[src/hdl/osfc_pkg.sv]
// Package: shared constants, control word types and microprogram for the controller.
`timescale 1ns / 1ps
package osfc_pkg;

   localparam int FRAC_BITS = 13;
   localparam int DATA_W    = 16;
   localparam int OPER_W    = DATA_W + 1;
   localparam int PROD_W    = DATA_W + OPER_W;
   localparam int ACC_W     = 35;
   localparam int SH_W      = ACC_W - FRAC_BITS;
   localparam int DRIVE_W   = 10;
   localparam int NUM_REGS  = 8;
   localparam int REG_IDX_W = $clog2(NUM_REGS);
   localparam int NUM_STEPS = 16;
   localparam int STEP_W    = $clog2(NUM_STEPS);

   localparam logic signed [DATA_W-1:0] PHI11 = 16'sd8143;
   localparam logic signed [DATA_W-1:0] PHI12 = 16'sd0;
   localparam logic signed [DATA_W-1:0] PHI21 = 16'sd2042;
   localparam logic signed [DATA_W-1:0] PHI22 = 16'sd8192;
   localparam logic signed [DATA_W-1:0] UNITY = DATA_W'(1 << FRAC_BITS);

   localparam logic signed [DRIVE_W-1:0] DRIVE_MAX = 10'sd511;
   localparam logic signed [DRIVE_W-1:0] DRIVE_MIN = -10'sd512;

   // Register indexes on the configuration port.
   localparam logic [REG_IDX_W-1:0] REG_REF_GAIN    = 3'd0;
   localparam logic [REG_IDX_W-1:0] REG_STATE1_GAIN = 3'd1;
   localparam logic [REG_IDX_W-1:0] REG_STATE2_GAIN = 3'd2;
   localparam logic [REG_IDX_W-1:0] REG_OBS1_GAIN   = 3'd3;
   localparam logic [REG_IDX_W-1:0] REG_OBS2_GAIN   = 3'd4;
   localparam logic [REG_IDX_W-1:0] REG_DIST_GAIN   = 3'd5;
   localparam logic [REG_IDX_W-1:0] REG_INPUT1_GAIN = 3'd6;
   localparam logic [REG_IDX_W-1:0] REG_INPUT2_GAIN = 3'd7;

   localparam logic signed [DATA_W-1:0] REG_RESET [NUM_REGS] = '{
      16'sd14607, 16'sd26950, 16'sd14607, 16'sd16680,
      16'sd10191, 16'sd26293, 16'sd919,   16'sd115
   };

   typedef enum logic [3:0] {
      COEF_KR, COEF_K1, COEF_K2, COEF_L1, COEF_L2, COEF_LV, COEF_G1, COEF_G2,
      COEF_UNITY, COEF_PHI11, COEF_PHI12, COEF_PHI21, COEF_PHI22
   } coef_sel_type;

   typedef enum logic [2:0] {
      OPER_R, OPER_X1, OPER_X2, OPER_V, OPER_UV, OPER_E
   } oper_sel_type;

   typedef enum logic [1:0] {
      ACC_HOLD, ACC_LOAD, ACC_ADD, ACC_SUB
   } acc_op_type;

   typedef enum logic [2:0] {
      LATCH_NONE, LATCH_U, LATCH_N1, LATCH_N2, LATCH_NV
   } latch_type;

   typedef struct packed {
      coef_sel_type coef;
      oper_sel_type oper;
      acc_op_type   acc_op;
      latch_type    latch;
      logic         last;
   } ucode_word_type;

   typedef struct packed {
      logic           load_inputs;
      logic           step_en;
      ucode_word_type word;
   } dp_ctrl_type;

   // Latches read the accumulator as it stands before the same step updates it.
   function automatic ucode_word_type ucode_rom(input logic [STEP_W-1:0] step);
      ucode_word_type w;
      unique case (step)
         4'd0:  w = '{COEF_KR,    OPER_R,  ACC_LOAD, LATCH_NONE, 1'b0};
         4'd1:  w = '{COEF_K1,    OPER_X1, ACC_SUB,  LATCH_NONE, 1'b0};
         4'd2:  w = '{COEF_K2,    OPER_X2, ACC_SUB,  LATCH_NONE, 1'b0};
         4'd3:  w = '{COEF_UNITY, OPER_V,  ACC_SUB,  LATCH_NONE, 1'b0};
         4'd4:  w = '{COEF_UNITY, OPER_V,  ACC_HOLD, LATCH_U,    1'b0};
         4'd5:  w = '{COEF_PHI11, OPER_X1, ACC_LOAD, LATCH_NONE, 1'b0};
         4'd6:  w = '{COEF_PHI12, OPER_X2, ACC_ADD,  LATCH_NONE, 1'b0};
         4'd7:  w = '{COEF_G1,    OPER_UV, ACC_ADD,  LATCH_NONE, 1'b0};
         4'd8:  w = '{COEF_L1,    OPER_E,  ACC_ADD,  LATCH_NONE, 1'b0};
         4'd9:  w = '{COEF_PHI21, OPER_X1, ACC_LOAD, LATCH_N1,   1'b0};
         4'd10: w = '{COEF_PHI22, OPER_X2, ACC_ADD,  LATCH_NONE, 1'b0};
         4'd11: w = '{COEF_G2,    OPER_UV, ACC_ADD,  LATCH_NONE, 1'b0};
         4'd12: w = '{COEF_L2,    OPER_E,  ACC_ADD,  LATCH_NONE, 1'b0};
         4'd13: w = '{COEF_UNITY, OPER_V,  ACC_LOAD, LATCH_N2,   1'b0};
         4'd14: w = '{COEF_LV,    OPER_E,  ACC_ADD,  LATCH_NONE, 1'b0};
         4'd15: w = '{COEF_UNITY, OPER_V,  ACC_HOLD, LATCH_NV,   1'b1};
      endcase
      return w;
   endfunction

endpackage

[src/hdl/osfc_if.sv]
// Interfaces: request and response channels with valid/ready handshake.
`timescale 1ns / 1ps
interface osfc_req_if;
   import osfc_pkg::*;
   logic                     valid;
   logic                     ready;
   logic signed [DATA_W-1:0] reference;
   logic signed [DATA_W-1:0] measurement;

   modport source (output valid, output reference, output measurement, input ready);
   modport sink   (input valid, input reference, input measurement, output ready);
endinterface

interface osfc_rsp_if;
   import osfc_pkg::*;
   logic                      valid;
   logic                      ready;
   logic signed [DRIVE_W-1:0] drive;

   modport source (output valid, output drive, input ready);
   modport sink   (input valid, input drive, output ready);
endinterface

[src/hdl/osfc_sequencer.sv]
// Sequencer: step counter, microprogram fetch and the wait on a full output register.
`timescale 1ns / 1ps
module osfc_sequencer
   import osfc_pkg::*;
(
   input  logic        clock,
   input  logic        reset,
   input  logic        start,
   input  logic        out_busy,
   output logic        busy,
   output dp_ctrl_type ctrl
);

   logic              busy_ff, busy_in;
   logic [STEP_W-1:0] step_ff, step_in;
   ucode_word_type    word;
   logic              stall;
   logic              step_en;

   assign word    = ucode_rom(step_ff);
   // The final step loops on itself until the output register can take the result.
   assign stall   = word.last && out_busy;
   assign step_en = busy_ff && !stall;

   always_comb begin
      busy_in = busy_ff;
      step_in = step_ff;
      if (start) begin
         busy_in = 1'b1;
         step_in = '0;
      end else if (step_en) begin
         if (word.last) begin
            busy_in = 1'b0;
            step_in = '0;
         end else begin
            step_in = step_ff + 1'b1;
         end
      end
   end

   always_ff @(posedge clock) begin
      if (reset) begin
         busy_ff <= 1'b0;
         step_ff <= '0;
      end else begin
         busy_ff <= busy_in;
         step_ff <= step_in;
      end
   end

   assign busy             = busy_ff;
   assign ctrl.load_inputs = start;
   assign ctrl.step_en     = step_en;
   assign ctrl.word        = word;

endmodule

[src/hdl/osfc_datapath.sv]
// Datapath: gain registers, estimate registers, shared multiplier and accumulator.
`timescale 1ns / 1ps
module osfc_datapath
   import osfc_pkg::*;
(
   input  logic                      clock,
   input  logic                      reset,
   input  dp_ctrl_type               ctrl,
   input  logic signed [DATA_W-1:0]  reference,
   input  logic signed [DATA_W-1:0]  measurement,
   input  logic                      csr_wen,
   input  logic [REG_IDX_W-1:0]      csr_index,
   input  logic [DATA_W-1:0]         csr_wdata,
   output logic signed [DRIVE_W-1:0] drive
);

   logic signed [DATA_W-1:0]  gain_ff [NUM_REGS];
   logic signed [DATA_W-1:0]  x1_ff, x2_ff, v_ff;
   logic signed [DATA_W-1:0]  r_ff, y_ff, e_ff, n1_ff, n2_ff;
   logic signed [DRIVE_W-1:0] u_ff, u_in;
   logic signed [ACC_W-1:0]   acc_ff, acc_in;
   logic signed [DATA_W-1:0]  coef;
   logic signed [OPER_W-1:0]  oper;
   logic signed [OPER_W-1:0]  uv;
   logic signed [PROD_W-1:0]  product;
   logic signed [ACC_W-1:0]   prod_ext;
   logic signed [SH_W-1:0]    acc_sh;
   logic signed [DATA_W-1:0]  acc_wrap;

   assign uv = OPER_W'(u_ff) + OPER_W'(v_ff);

   always_comb begin
      unique case (ctrl.word.coef)
         COEF_KR:    coef = gain_ff[REG_REF_GAIN];
         COEF_K1:    coef = gain_ff[REG_STATE1_GAIN];
         COEF_K2:    coef = gain_ff[REG_STATE2_GAIN];
         COEF_L1:    coef = gain_ff[REG_OBS1_GAIN];
         COEF_L2:    coef = gain_ff[REG_OBS2_GAIN];
         COEF_LV:    coef = gain_ff[REG_DIST_GAIN];
         COEF_G1:    coef = gain_ff[REG_INPUT1_GAIN];
         COEF_G2:    coef = gain_ff[REG_INPUT2_GAIN];
         COEF_UNITY: coef = UNITY;
         COEF_PHI11: coef = PHI11;
         COEF_PHI12: coef = PHI12;
         COEF_PHI21: coef = PHI21;
         COEF_PHI22: coef = PHI22;
         default:    coef = '0;
      endcase
   end

   always_comb begin
      unique case (ctrl.word.oper)
         OPER_R:  oper = OPER_W'(r_ff);
         OPER_X1: oper = OPER_W'(x1_ff);
         OPER_X2: oper = OPER_W'(x2_ff);
         OPER_V:  oper = OPER_W'(v_ff);
         OPER_UV: oper = uv;
         OPER_E:  oper = OPER_W'(e_ff);
         default: oper = '0;
      endcase
   end

   assign product  = coef * oper;
   assign prod_ext = ACC_W'(product);

   always_comb begin
      unique case (ctrl.word.acc_op)
         ACC_HOLD: acc_in = acc_ff;
         ACC_LOAD: acc_in = prod_ext;
         ACC_ADD:  acc_in = acc_ff + prod_ext;
         ACC_SUB:  acc_in = acc_ff - prod_ext;
      endcase
   end

   // Floor shift by the fraction width, then saturate or wrap.
   assign acc_sh   = $signed(acc_ff[ACC_W-1:FRAC_BITS]);
   assign acc_wrap = $signed(acc_ff[FRAC_BITS+DATA_W-1:FRAC_BITS]);

   always_comb begin
      if (acc_sh > SH_W'(DRIVE_MAX)) begin
         u_in = DRIVE_MAX;
      end else if (acc_sh < SH_W'(DRIVE_MIN)) begin
         u_in = DRIVE_MIN;
      end else begin
         u_in = acc_sh[DRIVE_W-1:0];
      end
   end

   always_ff @(posedge clock) begin
      if (reset) begin
         for (int i = 0; i < NUM_REGS; i++) begin
            gain_ff[i] <= REG_RESET[i];
         end
      end else if (csr_wen) begin
         gain_ff[csr_index] <= $signed(csr_wdata);
      end
   end

   always_ff @(posedge clock) begin
      if (reset) begin
         x1_ff <= '0;
         x2_ff <= '0;
         v_ff  <= '0;
      end else if (ctrl.step_en && ctrl.word.latch == LATCH_NV) begin
         x1_ff <= n1_ff;
         x2_ff <= n2_ff;
         v_ff  <= acc_wrap;
      end
   end

   always_ff @(posedge clock) begin
      if (ctrl.load_inputs) begin
         r_ff <= reference;
         y_ff <= measurement;
      end
      if (ctrl.step_en) begin
         acc_ff <= acc_in;
         if (ctrl.word.latch == LATCH_U) begin
            u_ff <= u_in;
            e_ff <= y_ff - x2_ff;
         end
         if (ctrl.word.latch == LATCH_N1) begin
            n1_ff <= acc_wrap;
         end
         if (ctrl.word.latch == LATCH_N2) begin
            n2_ff <= acc_wrap;
         end
      end
   end

   assign drive = u_ff;

endmodule

[src/hdl/observer_state_feedback_controller.sv]
// Top level: observer-based state feedback controller with disturbance estimate.
`timescale 1ns / 1ps
// Usage. Each request transaction carries a reference and a measured position;
// each one yields exactly one response transaction with the saturated drive value.
// The gain registers are written through the csr_ port (index, data, enable) and
// must be written only while no transaction is in flight.
//
// Timing. The request side is ready whenever no sample is being processed. After
// a request is accepted, a sixteen-step microprogram runs on one shared multiplier
// and one accumulator, at most one multiply-accumulate per step; the response is valid
// right after the sixteenth step. The next request can be accepted as soon as the
// response becomes valid.
//
// Stalls. The result sits in an output register. A new sample may be accepted and
// processed while an earlier response waits; its last step holds until the output
// register is free, and the request side stays not ready meanwhile.
//
// Reset. Synchronous reset clears the estimates, loads the default gains and
// empties the output register. The request side is not ready while reset is high.
module observer_state_feedback_controller
   import osfc_pkg::*;
(
   input  logic                 clock,
   input  logic                 reset,
   osfc_req_if.sink             req_port,
   osfc_rsp_if.source           rsp_port,
   input  logic                 csr_wen,
   input  logic [REG_IDX_W-1:0] csr_index,
   input  logic [DATA_W-1:0]    csr_wdata
);

   logic                      busy;
   logic                      start;
   logic                      out_busy;
   dp_ctrl_type               ctrl;
   logic signed [DRIVE_W-1:0] dp_drive;
   logic                      commit;
   logic                      rsp_valid_ff, rsp_valid_in;
   logic signed [DRIVE_W-1:0] drive_ff;

   // No transaction is taken while reset is high, so nothing can be lost there.
   assign req_port.ready = !busy && !reset;
   assign start          = req_port.valid && !busy && !reset;

   // The output register is free when empty or when it is being read this cycle.
   assign out_busy = rsp_valid_ff && !rsp_port.ready;

   osfc_sequencer u_sequencer (
      .clock    (clock),
      .reset    (reset),
      .start    (start),
      .out_busy (out_busy),
      .busy     (busy),
      .ctrl     (ctrl)
   );

   osfc_datapath u_datapath (
      .clock       (clock),
      .reset       (reset),
      .ctrl        (ctrl),
      .reference   (req_port.reference),
      .measurement (req_port.measurement),
      .csr_wen     (csr_wen),
      .csr_index   (csr_index),
      .csr_wdata   (csr_wdata),
      .drive       (dp_drive)
   );

   assign commit = ctrl.step_en && ctrl.word.last;

   always_comb begin
      if (commit) begin
         rsp_valid_in = 1'b1;
      end else if (rsp_port.ready) begin
         rsp_valid_in = 1'b0;
      end else begin
         rsp_valid_in = rsp_valid_ff;
      end
   end

   always_ff @(posedge clock) begin
      if (reset) begin
         rsp_valid_ff <= 1'b0;
      end else begin
         rsp_valid_ff <= rsp_valid_in;
      end
   end

   always_ff @(posedge clock) begin
      if (commit) begin
         drive_ff <= dp_drive;
      end
   end

   assign rsp_port.valid = rsp_valid_ff;
   assign rsp_port.drive = drive_ff;

endmodule
[src/flat_wrapper.sv]
// flat-port wrapper written by rule: the top's interface ports become plain ports
module observer_state_feedback_controller_flat import osfc_pkg::*;
  (clock, reset, csr_wen, csr_index, csr_wdata, req_port_valid, req_port_reference, req_port_measurement, req_port_ready, rsp_port_valid, rsp_port_drive, rsp_port_ready);
  osfc_req_if req_port_i ();
  osfc_rsp_if rsp_port_i ();
  input  logic clock;
  input  logic reset;
  input  logic csr_wen;
  input  logic [REG_IDX_W-1:0] csr_index;
  input  logic [DATA_W-1:0] csr_wdata;
  input wire logic [$bits(req_port_i.valid)-1:0] req_port_valid;
  input wire logic [$bits(req_port_i.reference)-1:0] req_port_reference;
  input wire logic [$bits(req_port_i.measurement)-1:0] req_port_measurement;
  output wire logic [$bits(req_port_i.ready)-1:0] req_port_ready;
  output wire logic [$bits(rsp_port_i.valid)-1:0] rsp_port_valid;
  output wire logic [$bits(rsp_port_i.drive)-1:0] rsp_port_drive;
  input wire logic [$bits(rsp_port_i.ready)-1:0] rsp_port_ready;
  assign req_port_i.valid = req_port_valid;
  assign req_port_i.reference = req_port_reference;
  assign req_port_i.measurement = req_port_measurement;
  assign req_port_ready = req_port_i.ready;
  assign rsp_port_valid = rsp_port_i.valid;
  assign rsp_port_drive = rsp_port_i.drive;
  assign rsp_port_i.ready = rsp_port_ready;
  observer_state_feedback_controller u_core (.clock(clock), .reset(reset), .req_port(req_port_i), .rsp_port(rsp_port_i), .csr_wen(csr_wen), .csr_index(csr_index), .csr_wdata(csr_wdata));
endmodule
[config.mk]
export PLATFORM = sky130hd
export DESIGN_NAME = observer_state_feedback_controller_flat
export DESIGN_NICKNAME = d
export VERILOG_FILES = /design/src/hdl/osfc_pkg.sv /design/src/hdl/osfc_if.sv /design/src/hdl/osfc_sequencer.sv /design/src/hdl/osfc_datapath.sv /design/src/hdl/observer_state_feedback_controller.sv /design/src/flat_wrapper.sv
export SDC_FILE = /design/constraint.sdc
export NUM_CORES = 1
export LEC_CHECK = 0
export BUFFER_PORTS_ARGS = -buffer_cell sky130_fd_sc_hd__buf_2
export CAP_MARGIN = 0
export CORE_MARGIN = 2
export CORE_UTILIZATION = 45
export DETAILED_ROUTE_END_ITERATION = 8
export GPL_ROUTABILITY_DRIVEN = 0
export SYNTH_ARGS = -nofsm -noshare
export SYNTH_HDL_FRONTEND = slang
export SYNTH_SLANG_ARGS = --single-unit
[constraint.sdc]
create_clock -name clock -period 17.7 [get_ports clock]
set_clock_uncertainty 0.2 [all_clocks]
set_input_delay 0.885 -clock clock [delete_from_list [all_inputs] [get_ports clock]]
set_output_delay 0.885 -clock clock [all_outputs]
set_load 0.1 [all_outputs]
==> results.cfg <==
[logic_synthesis]
synth-seq-cells = 329
netlist_area_mm2 = 0.0279
ys_seq_area_share_pct = 33.0
synth-async-reset-ratio_pct = 0
synth_top_area_cell = edfxtp_1
syn_nets = 3318
synth_top_area_share_pct = 28.3
syn_area_per_cell_um2 = 9.89
synth_ff_type = edfxtp_1
syn_inst = 2825
yosysWarningCount = 0
synth.top_cells.by_area = edfxtp_1 28%, fa_1 20%, ha_1 7.0%
synth_edf_count = 263
yosysUniqueCellTypes = 84

[grt]
grt_overflow = 0
grt_pass1_vias = 21535
grt_max_degree = 70
grt_first_pass_wirelength_um = 123000
antenna_found_initial = 1
grt_usage_pct = 24.9

[cells_and_area]
fillers = 5662
layout-drive-gt1-share_pct = 9.28
synthToLayoutAreaGrowth_pct = 9.58
ff_latch_area_mm2 = 0.00922
fin_util_pct = 49.7
multi_input_area_mm2 = 0.0170
final_cell_area_mm2 = 0.0306
nNetsFinal = 3373

[floorplan]
fp.dieH_um = 253
die_w_um = 253
design.core.area_mm2 = 0.0616
die-area_mm2 = 0.0641
initial_core_util_pct = 45.4
fp-row-count = 91
io_pins = 68

[sta]
slew_headroom_pct = 18.1
hold_viol_final = 0
fin_setup_tns_ns = 0
holdWs_ns = 0.254
min_period_over_period_pct = 74.3
drv_slew = 0
rsz0062_at_grt = no
setup_violations = 0
tightest_slew_ns = 1.22
period_minus_slack_ns = 13.14
fmax_mhz = 76.1

[cts]
htree_levels = 2
cts_resized = 0
post-cts-setup-buffer-count = 0
cts_sinks = 329
clkTransAtPathRegs_ns = 0.06
cts_buffers = 38
cts_tree = done
cts_root_buf = clkbuf_16
clkLatencyLatePin_ns = 0.57
cts_buffer_depth = 3
ctsHoldBuffers = 0

[placement]
hpwl_um = 57800
place_area_mm2 = 0.0294
numPortBuffers = 67

[hold_path]
hold-path-cell-count = 2
hp-class = reg2reg
hold-path-endpoint = u_core.u_datapath.x1_ff[8]
hold_start = u_core.u_datapath.x1_ff[8]

[critical_path]
slowest_delay_ns = 0.91
ff2ff_setup_slack_ns = 4.56
cp.arrival_ns = 13.26
start_kind = flip-flop
cp-end-kind = flip-flop
worstReg2RegStart = u_core.u_datapath.drive[0]
cp_max_fo = 9
rr_worst_depth = 43
path_common_cell = fa_1
worstReg2RegEnd = u_core.u_datapath.acc_ff[34]
critPathKind = reg2reg
critPathSlowestCell = a31oi_1
cp.required_ns = 17.81

[drt]
firstDrtPassIters = 7
vias = 20851
routed_wl_um = 76900
vias_per_cell = 5.57
drt_iter0_markers = 1674
ant_nets = 0
wire_per_inst_um = 20.5
drcViolationCount = 0

[run_status]
status = finished clean

[run]
maxCapViolations = 0
[flip-flops by register name, indices dropped and copies added, names as in the netlist]
name,count
u_core.u_datapath.n2_ff,16
u_core.rsp_port.valid,1
u_core.u_datapath.y_ff,16
u_core.u_datapath.x2_ff,16
u_core.u_sequencer.step_ff,4
u_core.u_sequencer.word,12
u_core.u_datapath.acc_ff,35
u_core.rsp_port.drive,10
u_core.u_datapath.e_ff,16
u_core.u_datapath.x1_ff,16
u_core.u_datapath.r_ff,16
u_core.u_sequencer.busy,1
u_core.u_datapath.drive,10
u_core.u_datapath.n1_ff,16
u_core.u_datapath.v_ff,16
u_core.u_datapath.gain_ff,128
[through the flow]
| stage | instances | setup WS (ns) |
|---|---|---|
| floorplan | 2825 | 6.24 |
| global placement | 3677 | 5.22 |
| detailed placement | 3677 | 4.86 |
| CTS | 3745 | 4.81 |
| global route | 3746 | 3.68 |
| finish | 3746 | 4.56 |
[metal layers]
layer	vias to the layer above	global-route usage, %	routed length (µm)
li1	9576	-	-
met5	-	0	0
met4	0	7.86	2350
met3	138	3.51	4700
met2	759	41.0	36400
met1	10378	34.0	33400
[how the worst max path moves through the flow]
stage                     depth (start not counted)                      endpoint                        from  slack (ns)
final                                            43  u_core.u_datapath.acc_ff[34]  u_core.u_datapath.drive[0]        4.56
after global routing                             43  u_core.u_datapath.acc_ff[34]  u_core.u_datapath.drive[0]        3.68
after CTS                                        43  u_core.u_datapath.acc_ff[34]   u_core.u_datapath.v_ff[0]        4.81
after detailed placement                         43  u_core.u_datapath.acc_ff[34]   u_core.u_datapath.v_ff[0]        4.86
after global placement                           43  u_core.u_datapath.acc_ff[34]   u_core.u_datapath.v_ff[0]        5.22
after floorplan                                  44  u_core.u_datapath.acc_ff[34]  u_core.u_datapath.drive[1]        6.24
[worst max-delay path: cells and delay by family, from the launching register on]
family / cells / cell delay, ns
mux: 1 / 0.37
xor+xnor: 2 / 0.37
fa+ha+maj: 10 / 4.31
flops: 1 / 0.40
simple gates: 7 / 1.60
compound gates: 18 / 5.36
buf+inv: 5 / 0.27
[Yosys cell counts (all sizes together), types with 20 or more instances]
master,number
fa,280
xor2,36
nand2,301
xnor2,77
or2,26
a21o,46
o21a,24
and2,88
nor2b,26
dfxtp,66
clkbuf,89
nor2,275
o21ai,94
a21oi,142
nor3,44
nand2b,79
mux2,21
mux4,20
edfxtp,263
ha,157
or3,28
mux2i,22
inv,366
nand3,29
[cell families (layout without fill, tap and decap cells)]
kind of cell	after synthesis	count (layout)	share of synthesized area, %
flops	329	329	33.0
simple gates	951	951	16.0
mux	63	63	3.25
xor+xnor	113	113	3.54
compound gates	465	465	10.8
fa+ha+maj	437	437	27.1
other cells	0	1	0
buf+inv	467	550	6.30
[layout by cell type, fill, tap and decap left out, types with 40 or more instances in the layout]
cell type  instances
a21oi_1          142
nor3_1            40
buf_4             49
edfxtp_1         263
fa_1             280
dfxtp_1           63
a21o_1            46
o21ai_0           86
inv_1            363
nand2b_1          79
ha_1             157
xnor2_1           77
buf_2             67
and2_1            88
nor2_1           273
nand2_1          301
[final cells by class]
type	count	share of cell area (%)
clock buffer	48	3.36
inverter	366	4.49
antenna	1	0.00817
sequential	329	30.1
tap	837	3.42
clock inverter	20	0.699
timing repair buffer	116	2.30
multi-input combinational	2029	55.6
Power is left out: the tool's default activity adds up to more than one toggle a clock period on the data nets, which glitch-free logic cannot reach.
